**src/design/pads_pkg.sv**
```systemverilog
package pads_pkg;

	localparam int unsigned DivW     = 48;
	localparam int unsigned DivCntW  = 6;
	localparam int unsigned CfgIdxW  = 3;
	localparam int unsigned CfgDataW = 32;

	localparam logic [31:0] LowBandHz   = 32'd2000000;
	localparam logic [47:0] DivMinFixed = 48'd256;
	localparam logic [47:0] DivMaxFixed = 48'd16640000;

	localparam logic [25:0] CrystalRst   = 26'd12000350;
	localparam logic [31:0] VcoMinRst    = 32'd400000000;
	localparam logic [31:0] VcoMaxRst    = 32'd1200000000;
	localparam logic [31:0] SysMinRst    = 32'd100000000;
	localparam logic [31:0] SysMaxRst    = 32'd133000000;
	localparam logic [31:0] TargetMinRst = 32'd100000;
	localparam logic [31:0] TargetMaxRst = 32'd33250000;

	localparam logic [7:0] FbFirst = 8'd30;
	localparam logic [7:0] FbLast  = 8'd150;
	localparam logic [2:0] P1First = 3'd2;
	localparam logic [2:0] P1Last  = 3'd6;
	localparam logic [1:0] P2First = 2'd1;
	localparam logic [1:0] P2Last  = 2'd2;
	localparam logic [7:0] FbLow   = 8'd80;
	localparam logic [2:0] P1Low   = 3'd4;
	localparam logic [1:0] P2Low   = 2'd2;
	localparam logic [7:0] FbFall  = 8'd95;
	localparam logic [2:0] P1Fall  = 3'd5;
	localparam logic [1:0] P2Fall  = 2'd2;

	typedef enum logic [2:0] {
		CFG_CRYSTAL    = 3'd0,
		CFG_VCO_MIN    = 3'd1,
		CFG_VCO_MAX    = 3'd2,
		CFG_SYS_MIN    = 3'd3,
		CFG_SYS_MAX    = 3'd4,
		CFG_TARGET_MIN = 3'd5,
		CFG_TARGET_MAX = 3'd6
	} cfg_idx_t;

	typedef enum logic [1:0] {
		PATH_LOW    = 2'd0,
		PATH_SEARCH = 2'd1,
		PATH_FALL   = 2'd2
	} path_t;

	typedef enum logic [4:0] {
		S_IDLE, S_CLAMP, S_MUL, S_CHKV, S_DSYS, S_CHKS, S_DCD, S_CHKC, S_DRB,
		S_NEXT, S_FMUL, S_FGO, S_FD1, S_FGO2, S_FD2, S_OUT
	} state_t;

	typedef struct packed {
		logic            start;
		logic [DivW-1:0] num;
		logic [DivW-1:0] den;
	} div_req_t;

	typedef struct packed {
		logic            done;
		logic [DivW-1:0] quot;
	} div_rsp_t;

endpackage

```
**src/design/pads_if.sv**
```systemverilog
interface pads_in_if;
	logic        valid;
	logic        ready;
	logic [31:0] target_hz;
	modport source(output valid, output target_hz, input ready);
	modport sink(input valid, input target_hz, output ready);
endinterface

interface pads_out_if;
	logic        valid;
	logic        ready;
	logic [7:0]  feedback_div;
	logic [2:0]  post_div_one;
	logic [1:0]  post_div_two;
	logic [31:0] sys_clock_hz;
	logic [15:0] div_int;
	logic [7:0]  frac_div;
	logic [1:0]  path_taken;
	logic [31:0] search_error_hz;
	modport source(output valid, output feedback_div, output post_div_one,
		output post_div_two, output sys_clock_hz, output div_int, output frac_div,
		output path_taken, output search_error_hz, input ready);
	modport sink(input valid, input feedback_div, input post_div_one,
		input post_div_two, input sys_clock_hz, input div_int, input frac_div,
		input path_taken, input search_error_hz, output ready);
endinterface

```
**src/design/pads_div.sv**
```systemverilog
module pads_div (
	input  logic               clk,
	input  logic               arst_n,
	input  pads_pkg::div_req_t dreq,
	output pads_pkg::div_rsp_t drsp
);

	logic [pads_pkg::DivCntW-1:0] cnt_q;
	logic                         done_q;
	logic [pads_pkg::DivW-1:0]    rem_q;
	logic [pads_pkg::DivW-1:0]    quo_q;
	logic [pads_pkg::DivW-1:0]    den_q;
	logic [pads_pkg::DivW:0]      trial;
	logic                         fits;

	assign trial = {rem_q, quo_q[pads_pkg::DivW-1]};
	assign fits  = trial >= {1'b0, den_q};

	always_ff @(posedge clk or negedge arst_n) begin
		if (!arst_n) begin
			cnt_q  <= '0;
			done_q <= 1'b0;
		end else begin
			done_q <= !dreq.start && (cnt_q == pads_pkg::DivCntW'(1));
			if (dreq.start) begin
				cnt_q <= pads_pkg::DivCntW'(pads_pkg::DivW);
			end else if (cnt_q != '0) begin
				cnt_q <= cnt_q - 1'b1;
			end
		end
	end

	// one quotient bit per cycle, restoring
	always_ff @(posedge clk) begin
		if (dreq.start) begin
			rem_q <= '0;
			quo_q <= dreq.num;
			den_q <= dreq.den;
		end else if (cnt_q != '0) begin
			rem_q <= fits ? pads_pkg::DivW'(trial - {1'b0, den_q}) : trial[pads_pkg::DivW-1:0];
			quo_q <= {quo_q[pads_pkg::DivW-2:0], fits};
		end
	end

	assign drsp.done = done_q;
	assign drsp.quot = quo_q;

endmodule

```
**src/design/pll_and_clock_divider_search.sv**
```systemverilog
// A request on the low band skips the search, and a zero clamped request also skips the
// second divider pass. A search visits each of the 1210 candidates in turn and needs up to
// three divider passes for each, as its range checks allow, and then two passes at the end.
// Throughput: one item at a time; the input is ready again the cycle after the result
// register loads, and waits while a previous result has not been transferred.
// Reset (arst_n low) restores the configuration defaults, idles the sequencer, empties the output.
module pll_and_clock_divider_search (
	input  logic                              clk,
	input  logic                              arst_n,
	input  logic                              cfg_we,
	input  logic [pads_pkg::CfgIdxW-1:0]      cfg_index,
	input  logic [pads_pkg::CfgDataW-1:0]     cfg_data,
	pads_in_if.sink                           req,
	pads_out_if.source                        rsp
);

	logic [25:0] crystal_q;
	logic [31:0] vco_min_q, vco_max_q, sys_min_q, sys_max_q, tmin_q, tmax_q;

	pads_pkg::state_t   state_q, state_d;
	pads_pkg::div_req_t dreq;
	pads_pkg::div_rsp_t drsp;

	logic [31:0] target_q;
	logic [33:0] pio_q;
	logic [7:0]  fb_q, bfb_q;
	logic [2:0]  a_q, ba_q;
	logic [1:0]  b_q, bb_q;
	logic        found_q;
	logic [47:0] best_q;
	logic [33:0] vco_q;
	logic [33:0] sys_q;
	logic [47:0] cd_q;
	logic [1:0]  path_q;

	logic [31:0] clamped;
	logic [3:0]  ab;
	logic [47:0] err;
	logic        last;
	logic        vco_ok, sys_ok, cd_ok;

	always_ff @(posedge clk or negedge arst_n) begin
		if (!arst_n) begin
			crystal_q <= pads_pkg::CrystalRst;
			vco_min_q <= pads_pkg::VcoMinRst;
			vco_max_q <= pads_pkg::VcoMaxRst;
			sys_min_q <= pads_pkg::SysMinRst;
			sys_max_q <= pads_pkg::SysMaxRst;
			tmin_q    <= pads_pkg::TargetMinRst;
			tmax_q    <= pads_pkg::TargetMaxRst;
		end else if (cfg_we) begin
			unique case (cfg_index)
				pads_pkg::CFG_CRYSTAL:    crystal_q <= cfg_data[25:0];
				pads_pkg::CFG_VCO_MIN:    vco_min_q <= cfg_data;
				pads_pkg::CFG_VCO_MAX:    vco_max_q <= cfg_data;
				pads_pkg::CFG_SYS_MIN:    sys_min_q <= cfg_data;
				pads_pkg::CFG_SYS_MAX:    sys_max_q <= cfg_data;
				pads_pkg::CFG_TARGET_MIN: tmin_q    <= cfg_data;
				pads_pkg::CFG_TARGET_MAX: tmax_q    <= cfg_data;
				default: ;
			endcase
		end
	end

	always_comb begin
		clamped = req.target_hz;
		if (clamped < tmin_q) clamped = tmin_q;
		if (clamped > tmax_q) clamped = tmax_q;
	end

	assign ab     = {1'b0, a_q} * {2'b0, b_q};
	assign vco_ok = (vco_q >= {2'b0, vco_min_q}) && (vco_q <= {2'b0, vco_max_q});
	assign sys_ok = (sys_q >= {2'b0, sys_min_q}) && (sys_q <= {2'b0, sys_max_q});
	assign cd_ok  = (cd_q >= pads_pkg::DivMinFixed) && (cd_q <= pads_pkg::DivMaxFixed);
	assign err    = ({16'b0, target_q} > drsp.quot) ? ({16'b0, target_q} - drsp.quot)
		: (drsp.quot - {16'b0, target_q});
	assign last   = (a_q == pads_pkg::P1Last) && (b_q == pads_pkg::P2Last)
		&& (fb_q == pads_pkg::FbLast);

	pads_div u_div (.clk(clk), .arst_n(arst_n), .dreq(dreq), .drsp(drsp));

	always_ff @(posedge clk or negedge arst_n) begin
		if (!arst_n) state_q <= pads_pkg::S_IDLE;
		else         state_q <= state_d;
	end

	always_comb begin
		state_d    = state_q;
		dreq.start = 1'b0;
		dreq.num   = '0;
		dreq.den   = '0;
		req.ready  = 1'b0;
		unique case (state_q)
			pads_pkg::S_IDLE: begin
				req.ready = 1'b1;
				if (req.valid) state_d = pads_pkg::S_CLAMP;
			end
			pads_pkg::S_CLAMP:
				state_d = (target_q >= pads_pkg::LowBandHz) ? pads_pkg::S_MUL : pads_pkg::S_FMUL;
			pads_pkg::S_MUL: state_d = pads_pkg::S_CHKV;
			pads_pkg::S_CHKV: begin
				if (vco_ok) begin
					dreq.start = 1'b1;
					dreq.num   = {14'b0, vco_q};
					dreq.den   = {44'b0, ab};
					state_d    = pads_pkg::S_DSYS;
				end else begin
					state_d = pads_pkg::S_NEXT;
				end
			end
			pads_pkg::S_DSYS: if (drsp.done) state_d = pads_pkg::S_CHKS;
			pads_pkg::S_CHKS: begin
				if (sys_ok && pio_q != '0) begin
					dreq.start = 1'b1;
					dreq.num   = {6'b0, sys_q, 8'b0};
					dreq.den   = {14'b0, pio_q};
					state_d    = pads_pkg::S_DCD;
				end else begin
					state_d = pads_pkg::S_NEXT;
				end
			end
			pads_pkg::S_DCD: if (drsp.done) state_d = pads_pkg::S_CHKC;
			pads_pkg::S_CHKC: begin
				if (cd_ok) begin
					dreq.start = 1'b1;
					dreq.num   = {8'b0, sys_q, 6'b0};
					dreq.den   = cd_q;
					state_d    = pads_pkg::S_DRB;
				end else begin
					state_d = pads_pkg::S_NEXT;
				end
			end
			pads_pkg::S_DRB: if (drsp.done) state_d = pads_pkg::S_NEXT;
			pads_pkg::S_NEXT: state_d = last ? pads_pkg::S_FMUL : pads_pkg::S_MUL;
			pads_pkg::S_FMUL: state_d = pads_pkg::S_FGO;
			pads_pkg::S_FGO: begin
				dreq.start = 1'b1;
				dreq.num   = {14'b0, vco_q};
				dreq.den   = {44'b0, ab};
				state_d    = pads_pkg::S_FD1;
			end
			pads_pkg::S_FD1: if (drsp.done) state_d = pads_pkg::S_FGO2;
			pads_pkg::S_FGO2: begin
				if (pio_q != '0) begin
					dreq.start = 1'b1;
					dreq.num   = {6'b0, sys_q, 8'b0};
					dreq.den   = {14'b0, pio_q};
					state_d    = pads_pkg::S_FD2;
				end else begin
					state_d = pads_pkg::S_OUT;
				end
			end
			pads_pkg::S_FD2: if (drsp.done) state_d = pads_pkg::S_OUT;
			pads_pkg::S_OUT: if (!rsp.valid || rsp.ready) state_d = pads_pkg::S_IDLE;
			default: state_d = pads_pkg::S_IDLE;
		endcase
	end

	always_ff @(posedge clk or negedge arst_n) begin
		if (!arst_n) begin
			found_q <= 1'b0;
			path_q  <= pads_pkg::PATH_LOW;
		end else begin
			unique case (state_q)
				pads_pkg::S_CLAMP: begin
					found_q <= 1'b0;
					path_q  <= pads_pkg::PATH_LOW;
				end
				pads_pkg::S_DRB:
					if (drsp.done && (!found_q || err < best_q)) found_q <= 1'b1;
				pads_pkg::S_NEXT:
					if (last) path_q <= found_q ? pads_pkg::PATH_SEARCH : pads_pkg::PATH_FALL;
				default: ;
			endcase
		end
	end

	always_ff @(posedge clk) begin
		unique case (state_q)
			pads_pkg::S_IDLE: begin
				target_q <= clamped;
				pio_q    <= {clamped, 2'b0};
			end
			pads_pkg::S_CLAMP: begin
				best_q <= '0;
				if (target_q >= pads_pkg::LowBandHz) begin
					fb_q <= pads_pkg::FbFirst;
					a_q  <= pads_pkg::P1First;
					b_q  <= pads_pkg::P2First;
				end else begin
					fb_q <= pads_pkg::FbLow;
					a_q  <= pads_pkg::P1Low;
					b_q  <= pads_pkg::P2Low;
				end
			end
			pads_pkg::S_MUL, pads_pkg::S_FMUL: vco_q <= {26'b0, fb_q} * {8'b0, crystal_q};
			pads_pkg::S_DSYS, pads_pkg::S_FD1: if (drsp.done) sys_q <= drsp.quot[33:0];
			pads_pkg::S_DCD: if (drsp.done) cd_q <= drsp.quot;
			pads_pkg::S_DRB: begin
				if (drsp.done && (!found_q || err < best_q)) begin
					best_q <= err;
					bfb_q  <= fb_q;
					ba_q   <= a_q;
					bb_q   <= b_q;
				end
			end
			pads_pkg::S_NEXT: begin
				if (last) begin
					fb_q <= found_q ? bfb_q : pads_pkg::FbFall;
					a_q  <= found_q ? ba_q : pads_pkg::P1Fall;
					b_q  <= found_q ? bb_q : pads_pkg::P2Fall;
					if (!found_q) best_q <= '0;
				end else if (fb_q != pads_pkg::FbLast) begin
					fb_q <= fb_q + 1'b1;
				end else begin
					fb_q <= pads_pkg::FbFirst;
					if (b_q == pads_pkg::P2First) begin
						b_q <= pads_pkg::P2Last;
					end else begin
						b_q <= pads_pkg::P2First;
						a_q <= a_q + 1'b1;
					end
				end
			end
			pads_pkg::S_FGO2: if (pio_q == '0) cd_q <= 48'hFFFFFF;
			pads_pkg::S_FD2:
				if (drsp.done)
					cd_q <= (drsp.quot < pads_pkg::DivMinFixed) ? pads_pkg::DivMinFixed : drsp.quot;
			default: ;
		endcase
	end

	// output register, loaded when the previous result has been transferred
	always_ff @(posedge clk or negedge arst_n) begin
		if (!arst_n) begin
			rsp.valid <= 1'b0;
		end else if (state_q == pads_pkg::S_OUT && (!rsp.valid || rsp.ready)) begin
			rsp.valid <= 1'b1;
		end else if (rsp.ready) begin
			rsp.valid <= 1'b0;
		end
	end

	always_ff @(posedge clk) begin
		if (state_q == pads_pkg::S_OUT && (!rsp.valid || rsp.ready)) begin
			rsp.feedback_div    <= fb_q;
			rsp.post_div_one    <= a_q;
			rsp.post_div_two    <= b_q;
			rsp.sys_clock_hz    <= sys_q[31:0];
			rsp.div_int         <= cd_q[23:8];
			rsp.frac_div        <= cd_q[7:0];
			rsp.path_taken      <= path_q;
			rsp.search_error_hz <= best_q[31:0];
		end
	end

endmodule

```
**src/flat_wrapper.sv**
```systemverilog
// flat-port wrapper written by rule: the top's interface ports become plain ports
module pll_and_clock_divider_search_flat 
  (clk, arst_n, cfg_we, cfg_index, cfg_data, req_valid, req_target_hz, req_ready, rsp_valid, rsp_feedback_div, rsp_post_div_one, rsp_post_div_two, rsp_sys_clock_hz, rsp_div_int, rsp_frac_div, rsp_path_taken, rsp_search_error_hz, rsp_ready);
  pads_in_if req_i ();
  pads_out_if rsp_i ();
  input  logic clk;
  input  logic arst_n;
  input  logic cfg_we;
  input  logic [pads_pkg::CfgIdxW-1:0] cfg_index;
  input  logic [pads_pkg::CfgDataW-1:0] cfg_data;
  input wire logic [$bits(req_i.valid)-1:0] req_valid;
  input wire logic [$bits(req_i.target_hz)-1:0] req_target_hz;
  output wire logic [$bits(req_i.ready)-1:0] req_ready;
  output wire logic [$bits(rsp_i.valid)-1:0] rsp_valid;
  output wire logic [$bits(rsp_i.feedback_div)-1:0] rsp_feedback_div;
  output wire logic [$bits(rsp_i.post_div_one)-1:0] rsp_post_div_one;
  output wire logic [$bits(rsp_i.post_div_two)-1:0] rsp_post_div_two;
  output wire logic [$bits(rsp_i.sys_clock_hz)-1:0] rsp_sys_clock_hz;
  output wire logic [$bits(rsp_i.div_int)-1:0] rsp_div_int;
  output wire logic [$bits(rsp_i.frac_div)-1:0] rsp_frac_div;
  output wire logic [$bits(rsp_i.path_taken)-1:0] rsp_path_taken;
  output wire logic [$bits(rsp_i.search_error_hz)-1:0] rsp_search_error_hz;
  input wire logic [$bits(rsp_i.ready)-1:0] rsp_ready;
  assign req_i.valid = req_valid;
  assign req_i.target_hz = req_target_hz;
  assign req_ready = req_i.ready;
  assign rsp_valid = rsp_i.valid;
  assign rsp_feedback_div = rsp_i.feedback_div;
  assign rsp_post_div_one = rsp_i.post_div_one;
  assign rsp_post_div_two = rsp_i.post_div_two;
  assign rsp_sys_clock_hz = rsp_i.sys_clock_hz;
  assign rsp_div_int = rsp_i.div_int;
  assign rsp_frac_div = rsp_i.frac_div;
  assign rsp_path_taken = rsp_i.path_taken;
  assign rsp_search_error_hz = rsp_i.search_error_hz;
  assign rsp_i.ready = rsp_ready;
  pll_and_clock_divider_search u_core (.clk(clk), .arst_n(arst_n), .cfg_we(cfg_we), .cfg_index(cfg_index), .cfg_data(cfg_data), .req(req_i), .rsp(rsp_i));
endmodule
```
**config.mk**
```make
export PLATFORM = sky130hd
export DESIGN_NAME = pll_and_clock_divider_search_flat
export DESIGN_NICKNAME = d
export VERILOG_FILES = /design/src/design/pads_pkg.sv /design/src/design/pads_if.sv /design/src/design/pads_div.sv /design/src/design/pll_and_clock_divider_search.sv /design/src/flat_wrapper.sv
export SDC_FILE = /design/constraint.sdc
export NUM_CORES = 2
export LEC_CHECK = 0
export ABC_AREA = 1
export BUFFER_PORTS_ARGS = -buffer_cell sky130_fd_sc_hd__buf_2
export CAP_MARGIN = 20
export CORE_MARGIN = 1
export CORE_UTILIZATION = 35
export CTS_CLUSTER_DIAMETER = 40
export DETAILED_ROUTE_END_ITERATION = 7
export PLACE_DENSITY_LB_ADDON = 0.25
export REMOVE_ABC_BUFFERS = 1
export SLEW_MARGIN = 10
export SYNTH_ARGS = -nofsm -noshare
export SYNTH_HDL_FRONTEND = slang
export SYNTH_SLANG_ARGS = --single-unit
```
**constraint.sdc**
```tcl
create_clock -name clk -period 9.1 [get_ports clk]
set_input_delay 0.91 -clock clk [delete_from_list [all_inputs] [get_ports clk]]
set_output_delay 0.91 -clock clk [all_outputs]
set_load 0.01 [all_outputs]
```
Yosys cells after proc, flatten, opt, wreduce, memory -nomap -nowiden
Index checks and enable logic that the tools add are counted.

$add $sub $neg: 6. $mul: 2. Divide/modulo/power cells: 0. $lt $le $gt $ge: 13. Equality and inequality tests: 40. Shift operators: 0. Mux-type cells: 61. Bitwise logic cells: 0. Reduce and logical (&&, ||, !) cells: 43.

Operators by type and width (count): two-way mux 48 bit (11); one-hot mux 97 bit (5 select lines) (1); two-way mux 97 bit (4); one-hot mux 48 bit (3 select lines) (2); one-hot mux 5 bit (16 select lines) (1); >= comparator 34 x 32 -> 1 bit (2); <= comparator 34 x 32 -> 1 bit (2); two-way mux 32 bit (2); >= comparator 49 x 48 -> 1 bit (1); >= comparator 48 x 9 -> 1 bit, second input constant (1); greater-than comparator 32 x 48 -> 1 bit (1); <= comparator 48 x 24 -> 1 bit, second input constant (1); less-than comparator 48 bit (1); less-than comparator 48 x 9 -> 1 bit, second input constant (1); subtractor 32 x 48 -> 48 bit (1); subtractor 48 x 32 -> 48 bit (1); subtractor 48 bit (1); == test 5 x 4 -> 1 bit, second input constant (8); two-way mux 5 bit (7); logical NOT 34 bit (1); multiplier 8 x 26 -> 34 bit (1); nonzero test 34 bit (1); >= comparator 32 x 21 -> 1 bit, second input constant (1); greater-than comparator 32 bit (1); other kinds (43) (111).

Register bits after elaboration: 703. Latch bits: 0. Memory bits (writable): 0. ROM bits: 0. Input bits: 72. Output and inout port bits: 105. Word-level logic and storage cells: 200. Memories: 0.

Longest topological paths before layout
Depth after elaboration: 7. Gate-level depth with buffers: 31. Gate-level depth less buffers: 31.

Modules after synthesis
A second synthesis with hierarchy kept.

Cell total of the unflattened synthesis: 6674. Area total of the unflattened synthesis: 51042.7 um2.

By module, submodules not included: pll_and_clock_divider_search (instances 1, cells each 5044, area each 40322.4 um2, sequential area each 15519.9 um2); pads_div (instances 1, cells each 1630, area each 10720.3 um2, sequential area each 4018.9 um2).

Least setup slack after synthesis
Ideal clock, no wire load.

Path kind: register -> register. Start: register u_core.target_q[0]. End: register u_core.best_q[0], enable pin. Setup time: 470 ps. Arrival: 5506 ps. Required time: 8630 ps. Slack: 3124 ps. Cell stages (with the launch flop): 28. Buffers on the path: 1. Cells stage by stage: edfxtp_1 > inv_2 > ha_1 > inv_1 > fa_1 > nand2_1 > nand2_2 > a21oi_2 > o21ai_4 > nand3_1 > o21ai_2 > nand2_2 > buf_2 > nand2_1 > nand2_1 > inv_1 > ha_1 > nand2_1 > inv_1 > o21ai_0 > a21oi_1 > nor2_1 > o21ai_0 > a21oi_1 > nand2_1 > nand2_1 > nand2_1 > a21oi_1.

Cells in the longest elaborated chain, start to end: 7. Elaborated cells between the ends (all ways): 9.

RTL lines: from (decl) (RTL line pll_and_clock_divider_search.sv:24) `logic [31:0] target_q;`; from (signal assigned) (RTL line pll_and_clock_divider_search.sv:181) `target_q <= clamped;`; subtractor 48 x 32 -> 48 bit, or another cell as far along (RTL line pll_and_clock_divider_search.sv:76) `: (drsp.quot - {16'b0, target_q});`; two-way mux 48 bit * (RTL line pll_and_clock_divider_search.sv:75) `assign err = ({16'b0, target_q} > drsp.quot) ? ({16'b0, target_q} - drsp.quot)`; net u_core.err[25] (RTL line pll_and_clock_divider_search.sv:38) `logic [47:0] err;`; less-than comparator 48 bit * (RTL line pll_and_clock_divider_search.sv:200) `if (drsp.done && (!found_q || err < best_q)) begin`; logical OR 1 bit * (RTL line pll_and_clock_divider_search.sv:200); logical AND 1 bit * (RTL line pll_and_clock_divider_search.sv:200); inequality test 2 x 1 -> 1 bit (no line) *; AND reduction 4 bit (no line) *; to (signal assigned) (RTL line pll_and_clock_divider_search.sv:201) `best_q <= err;`; to (decl) (RTL line pll_and_clock_divider_search.sv:30) `logic [47:0] best_q;`.

The timed path passes the listed nets; every way through them passes the cells marked *. A chain may end at the register's enable or synchronous reset.

Worst setup path after layout
Start: register u_core.tmin_q[15]. End: register u_core.target_q[14], data pin.

Cells in the longest elaborated chain, start to end: 4.

RTL lines: from (decl) (RTL line pll_and_clock_divider_search.sv:18) `logic [31:0] vco_min_q, vco_max_q, sys_min_q, sys_max_q, tmin_q, tmax_q;`; from (signal assigned) (RTL line pll_and_clock_divider_search.sv:49) `tmin_q <= pads_pkg::TargetMinRst;`; from (signal assigned) (RTL line pll_and_clock_divider_search.sv:58) `pads_pkg::CFG_TARGET_MIN: tmin_q <= cfg_data;`; less-than comparator 32 bit (RTL line pll_and_clock_divider_search.sv:67) `if (clamped < tmin_q) clamped = tmin_q;`; two-way mux 32 bit * (RTL line pll_and_clock_divider_search.sv:67); greater-than comparator 32 bit (RTL line pll_and_clock_divider_search.sv:68) `if (clamped > tmax_q) clamped = tmax_q;`; two-way mux 32 bit * (RTL line pll_and_clock_divider_search.sv:68); net u_core.clamped[14] (RTL line pll_and_clock_divider_search.sv:36) `logic [31:0] clamped;`.

Marks and branches as above.

==> out/qor.txt <==
WHS -> 0.2373 ns
Share of layout cells above drive strength 1 -> 9.921%
#FFs+latches synth -> 702
Final setup viols -> 0
Core Footprint -> 0.1454 mm²
Global-route wire length before repair -> 267,500 µm
H-tree Lvls -> 4
Clock sink count -> 702
Initial Utilization -> 35.25%
Yosys cell types -> 66
Post-CTS setup buffer count -> 0
Worst Hold Class -> in2async
Setup TNS -> 0 ns
Syn avg cell area -> 7.783 µm²
Max Cap Viol -> 0
Power Density -> 434.0 mW/mm²
1st-iter DRT viols -> 3,408
Post-CTS resize count -> 0
Ys async rst share -> 33.19%
GRT Residual Overflow -> 0
Least-Margin Pin Slew -> 1.051 ns
Status -> completed
CP Launch Type -> flip-flop
Vias in the first global route -> 43,180
Fin nets -> 7,392
Number of synthesized flops with an enable pin -> 421
Root Driver -> clkbuf_16
CTS max path bufs -> 3
Hold Vio Cnt, Final -> 0
Hold_buf cts -> 0
Mapped Cells -> 6,584
Sequential fraction of the synthesis area -> 38.13%
Routed vias/inst -> 5.008
Area Growth Syn to Fin -> 14.44%
RD Place Congestion -> 0.9767
DRC -> 0
Critical path required time -> 9.56 ns
RSZ-0062 raised after global routing -> no
Antenna violations before repair -> 9
Clk slew on worst S/H paths -> 0.05 ns
Cell Area, Synth -> 0.05124 mm²
Slew HR -> 29.68%
Most frequent cells in the layout -> nand2_1 (1,678), inv_1 (1,235), nor2_1 (533)
Die area -> 0.1479 mm²
Fillers -> 15,120
CTS tree -> yes
Antenna Nets Post-Route -> 0
Fin crit share -> 68.36%
GRT Util Overall -> 24.16%
Die Y -> 384.6 µm
Data arrival, critical path -> 6.68 ns
Die width -> 384.6 µm
Routed len/inst -> 20.33 µm
CP endpoint kind -> flip-flop
Leakage -> 28.84 nW
VDD IR max -> 0.2848 mV
CP Class -> reg2reg
Layout Skew -> 0.04847 ns
Routed wire length -> 178,800 µm
Final Max Slew Viols -> 0
Yosys warning total -> 0
Ports -> 177
Clk_lat worst skew -> 0.76 ns
Synth Flop Type -> edfxtp_1
Post-DP HPWL -> 140,400 µm
Final Critical Period -> 6.220 ns
Critical path peak fanout -> 33
Cts bufs inserted -> 134
TritonRoute pass-1 iters -> 5
Fmax -> 160.8 MHz
Port bufs -> 176
Maximum number of pins on one net before global-route repair -> 115
Vias -> 44,040
Cell Rows -> 140
Leading cell type in the layout, fill and taps excluded -> nand2_1
[final timing paths]
kind                       cells after the start                           start                                 endpoint  slack, ns
max                                           25   u_core.tmin_q[15]$_DFFE_PN1P_            u_core.target_q[14]$_DFFE_PP_       2.88
min                                            1                          arst_n             u_core.rsp.valid$_DFFE_PN0P_       0.24
max reg2reg                                   25   u_core.tmin_q[15]$_DFFE_PN1P_            u_core.target_q[14]$_DFFE_PP_       2.88
min reg2reg                                    0  u_core.best_q[9]$_SDFFCE_PN0P_  u_core.rsp.search_error_hz[9]$_DFFE_PP_       0.45
max in group asynchronous                      2                          arst_n         u_core.crystal_q[25]$_DFFE_PN0P_       7.22
min in group clk                               2                       rsp_ready             u_core.rsp.valid$_DFFE_PN0P_       0.37
[critical path, stage by stage, from the launching register on]
cell and delay (ns):
dfstp_2 0.53, inv_1 0.16, ha_1 0.35, nand2_1 0.07, inv_1 0.05, nand3_1 0.08
nor3_1 0.76, nand2_1 0.11, nand2_1 0.13, nand2_1 0.08, nand2_1 0.56, buf_4 0.37
nand2_1 0.09, and2_1 0.15, ha_1 0.28, nand2_1 0.08, inv_1 0.06, nand3_1 0.09
nor4_1 0.59, and3_1 0.29, nand2_1 0.06, nand2_1 0.07, nand2_2 0.36, buf_16 0.33
nand3_1 0.09, o21ai_0 0.08
[kinds of logic (layout without fill, tap and decap cells)]
group                    count (synthesis)  count (layout)  synth area share (%)
AO/OA/AOI/OAI                          910             910                 9.613
other                                    1              17              0.007318
adder cells (fa/ha/maj)                559             559                 15.82
XOR/XNOR                               126             126                 2.154
buffers and inverters                 1473            1750                 11.24
AND/OR/NAND/NOR                       2813            2813                 23.04
flip-flops                             702             702                 38.13
[area by class of cell]
class,count,area (µm²),share of cell area [%]
multi-input cells,4422,26090,44.49
flip-flops and latches,702,19540,33.32
inverters,1279,4806,8.195
clock buffers,165,3647,6.220
well taps,1917,2399,4.090
repair buffers,222,1294,2.206
clock inverters,84,860.8,1.468
diodes,3,7.507,0.01280
[state kept, by name, summed over array words and instances (netlist names), 34 cells and up]
name / flops
u_core.u_div.den_q: 48
u_core.u_div.quo_q: 48
u_core.u_div.rem_q: 48
u_core.cd_q: 48
u_core.sys_q: 34
u_core.vco_q: 34
u_core.best_q: 48
[through the flow]
stage	cells	instance area [µm²]	total power (W)	setup slack, ns	util [%]
global placement	8538	54040	0.02035	2.530	37.17
global route	8791	58630	0.02775	2.485	40.33
finish	8794	58640	0.02545	2.880	40.33
floorplan	6403	50340	0.01588	2.639	-
detailed placement	8538	54040	0.02047	2.538	37.17
CTS	8787	58550	0.02554	2.812	40.27
[per-layer routing]
layer | up-vias | wire length [µm] | share of wire, % | GRT usage (%)
met2 | 1300 | 83580 | 47 | 40.18
met3 | 275 | 10400 | 5.8 | 3.379
li1 | 21300 | - | - | -
met4 | 4 | 6085 | 3.4 | 8.260
met1 | 21150 | 78720 | 44 | 32.04
met5 | - | 27 | 0.015 | 0
[Yosys cell counts (32+ instances only)]
master,count,area share (%)
nor2_1,537,3.9
ha_1,411,10
nand4_1,115,1.4
nor3_1,57,0.56
edfxtp_1,421,25
fa_1,148,5.8
a21oi_1,334,3.3
xor2_1,89,1.5
dfstp_2,84,4.3
nand3_1,277,2.7
dfrtp_1,149,7.3
and2_1,36,0.44
xnor2_1,37,0.63
dfxtp_1,48,1.9
inv_1,1235,9.0
buf_2,32,0.31
o21ai_0,426,4.2
nand2_1,1686,12
inv_2,41,0.30
clkbuf_1,116,0.85
[report_power, final]
part	internal, W	switching [W]	total [W]	leakage [nW]
Clock	0.00310	0.00184	0.00494	2.18
Combinational	0.00505	0.00981	0.0149	19.5
Sequential	0.00478	0.000873	0.00565	7.13
Power figures use the tool's default switching activity.
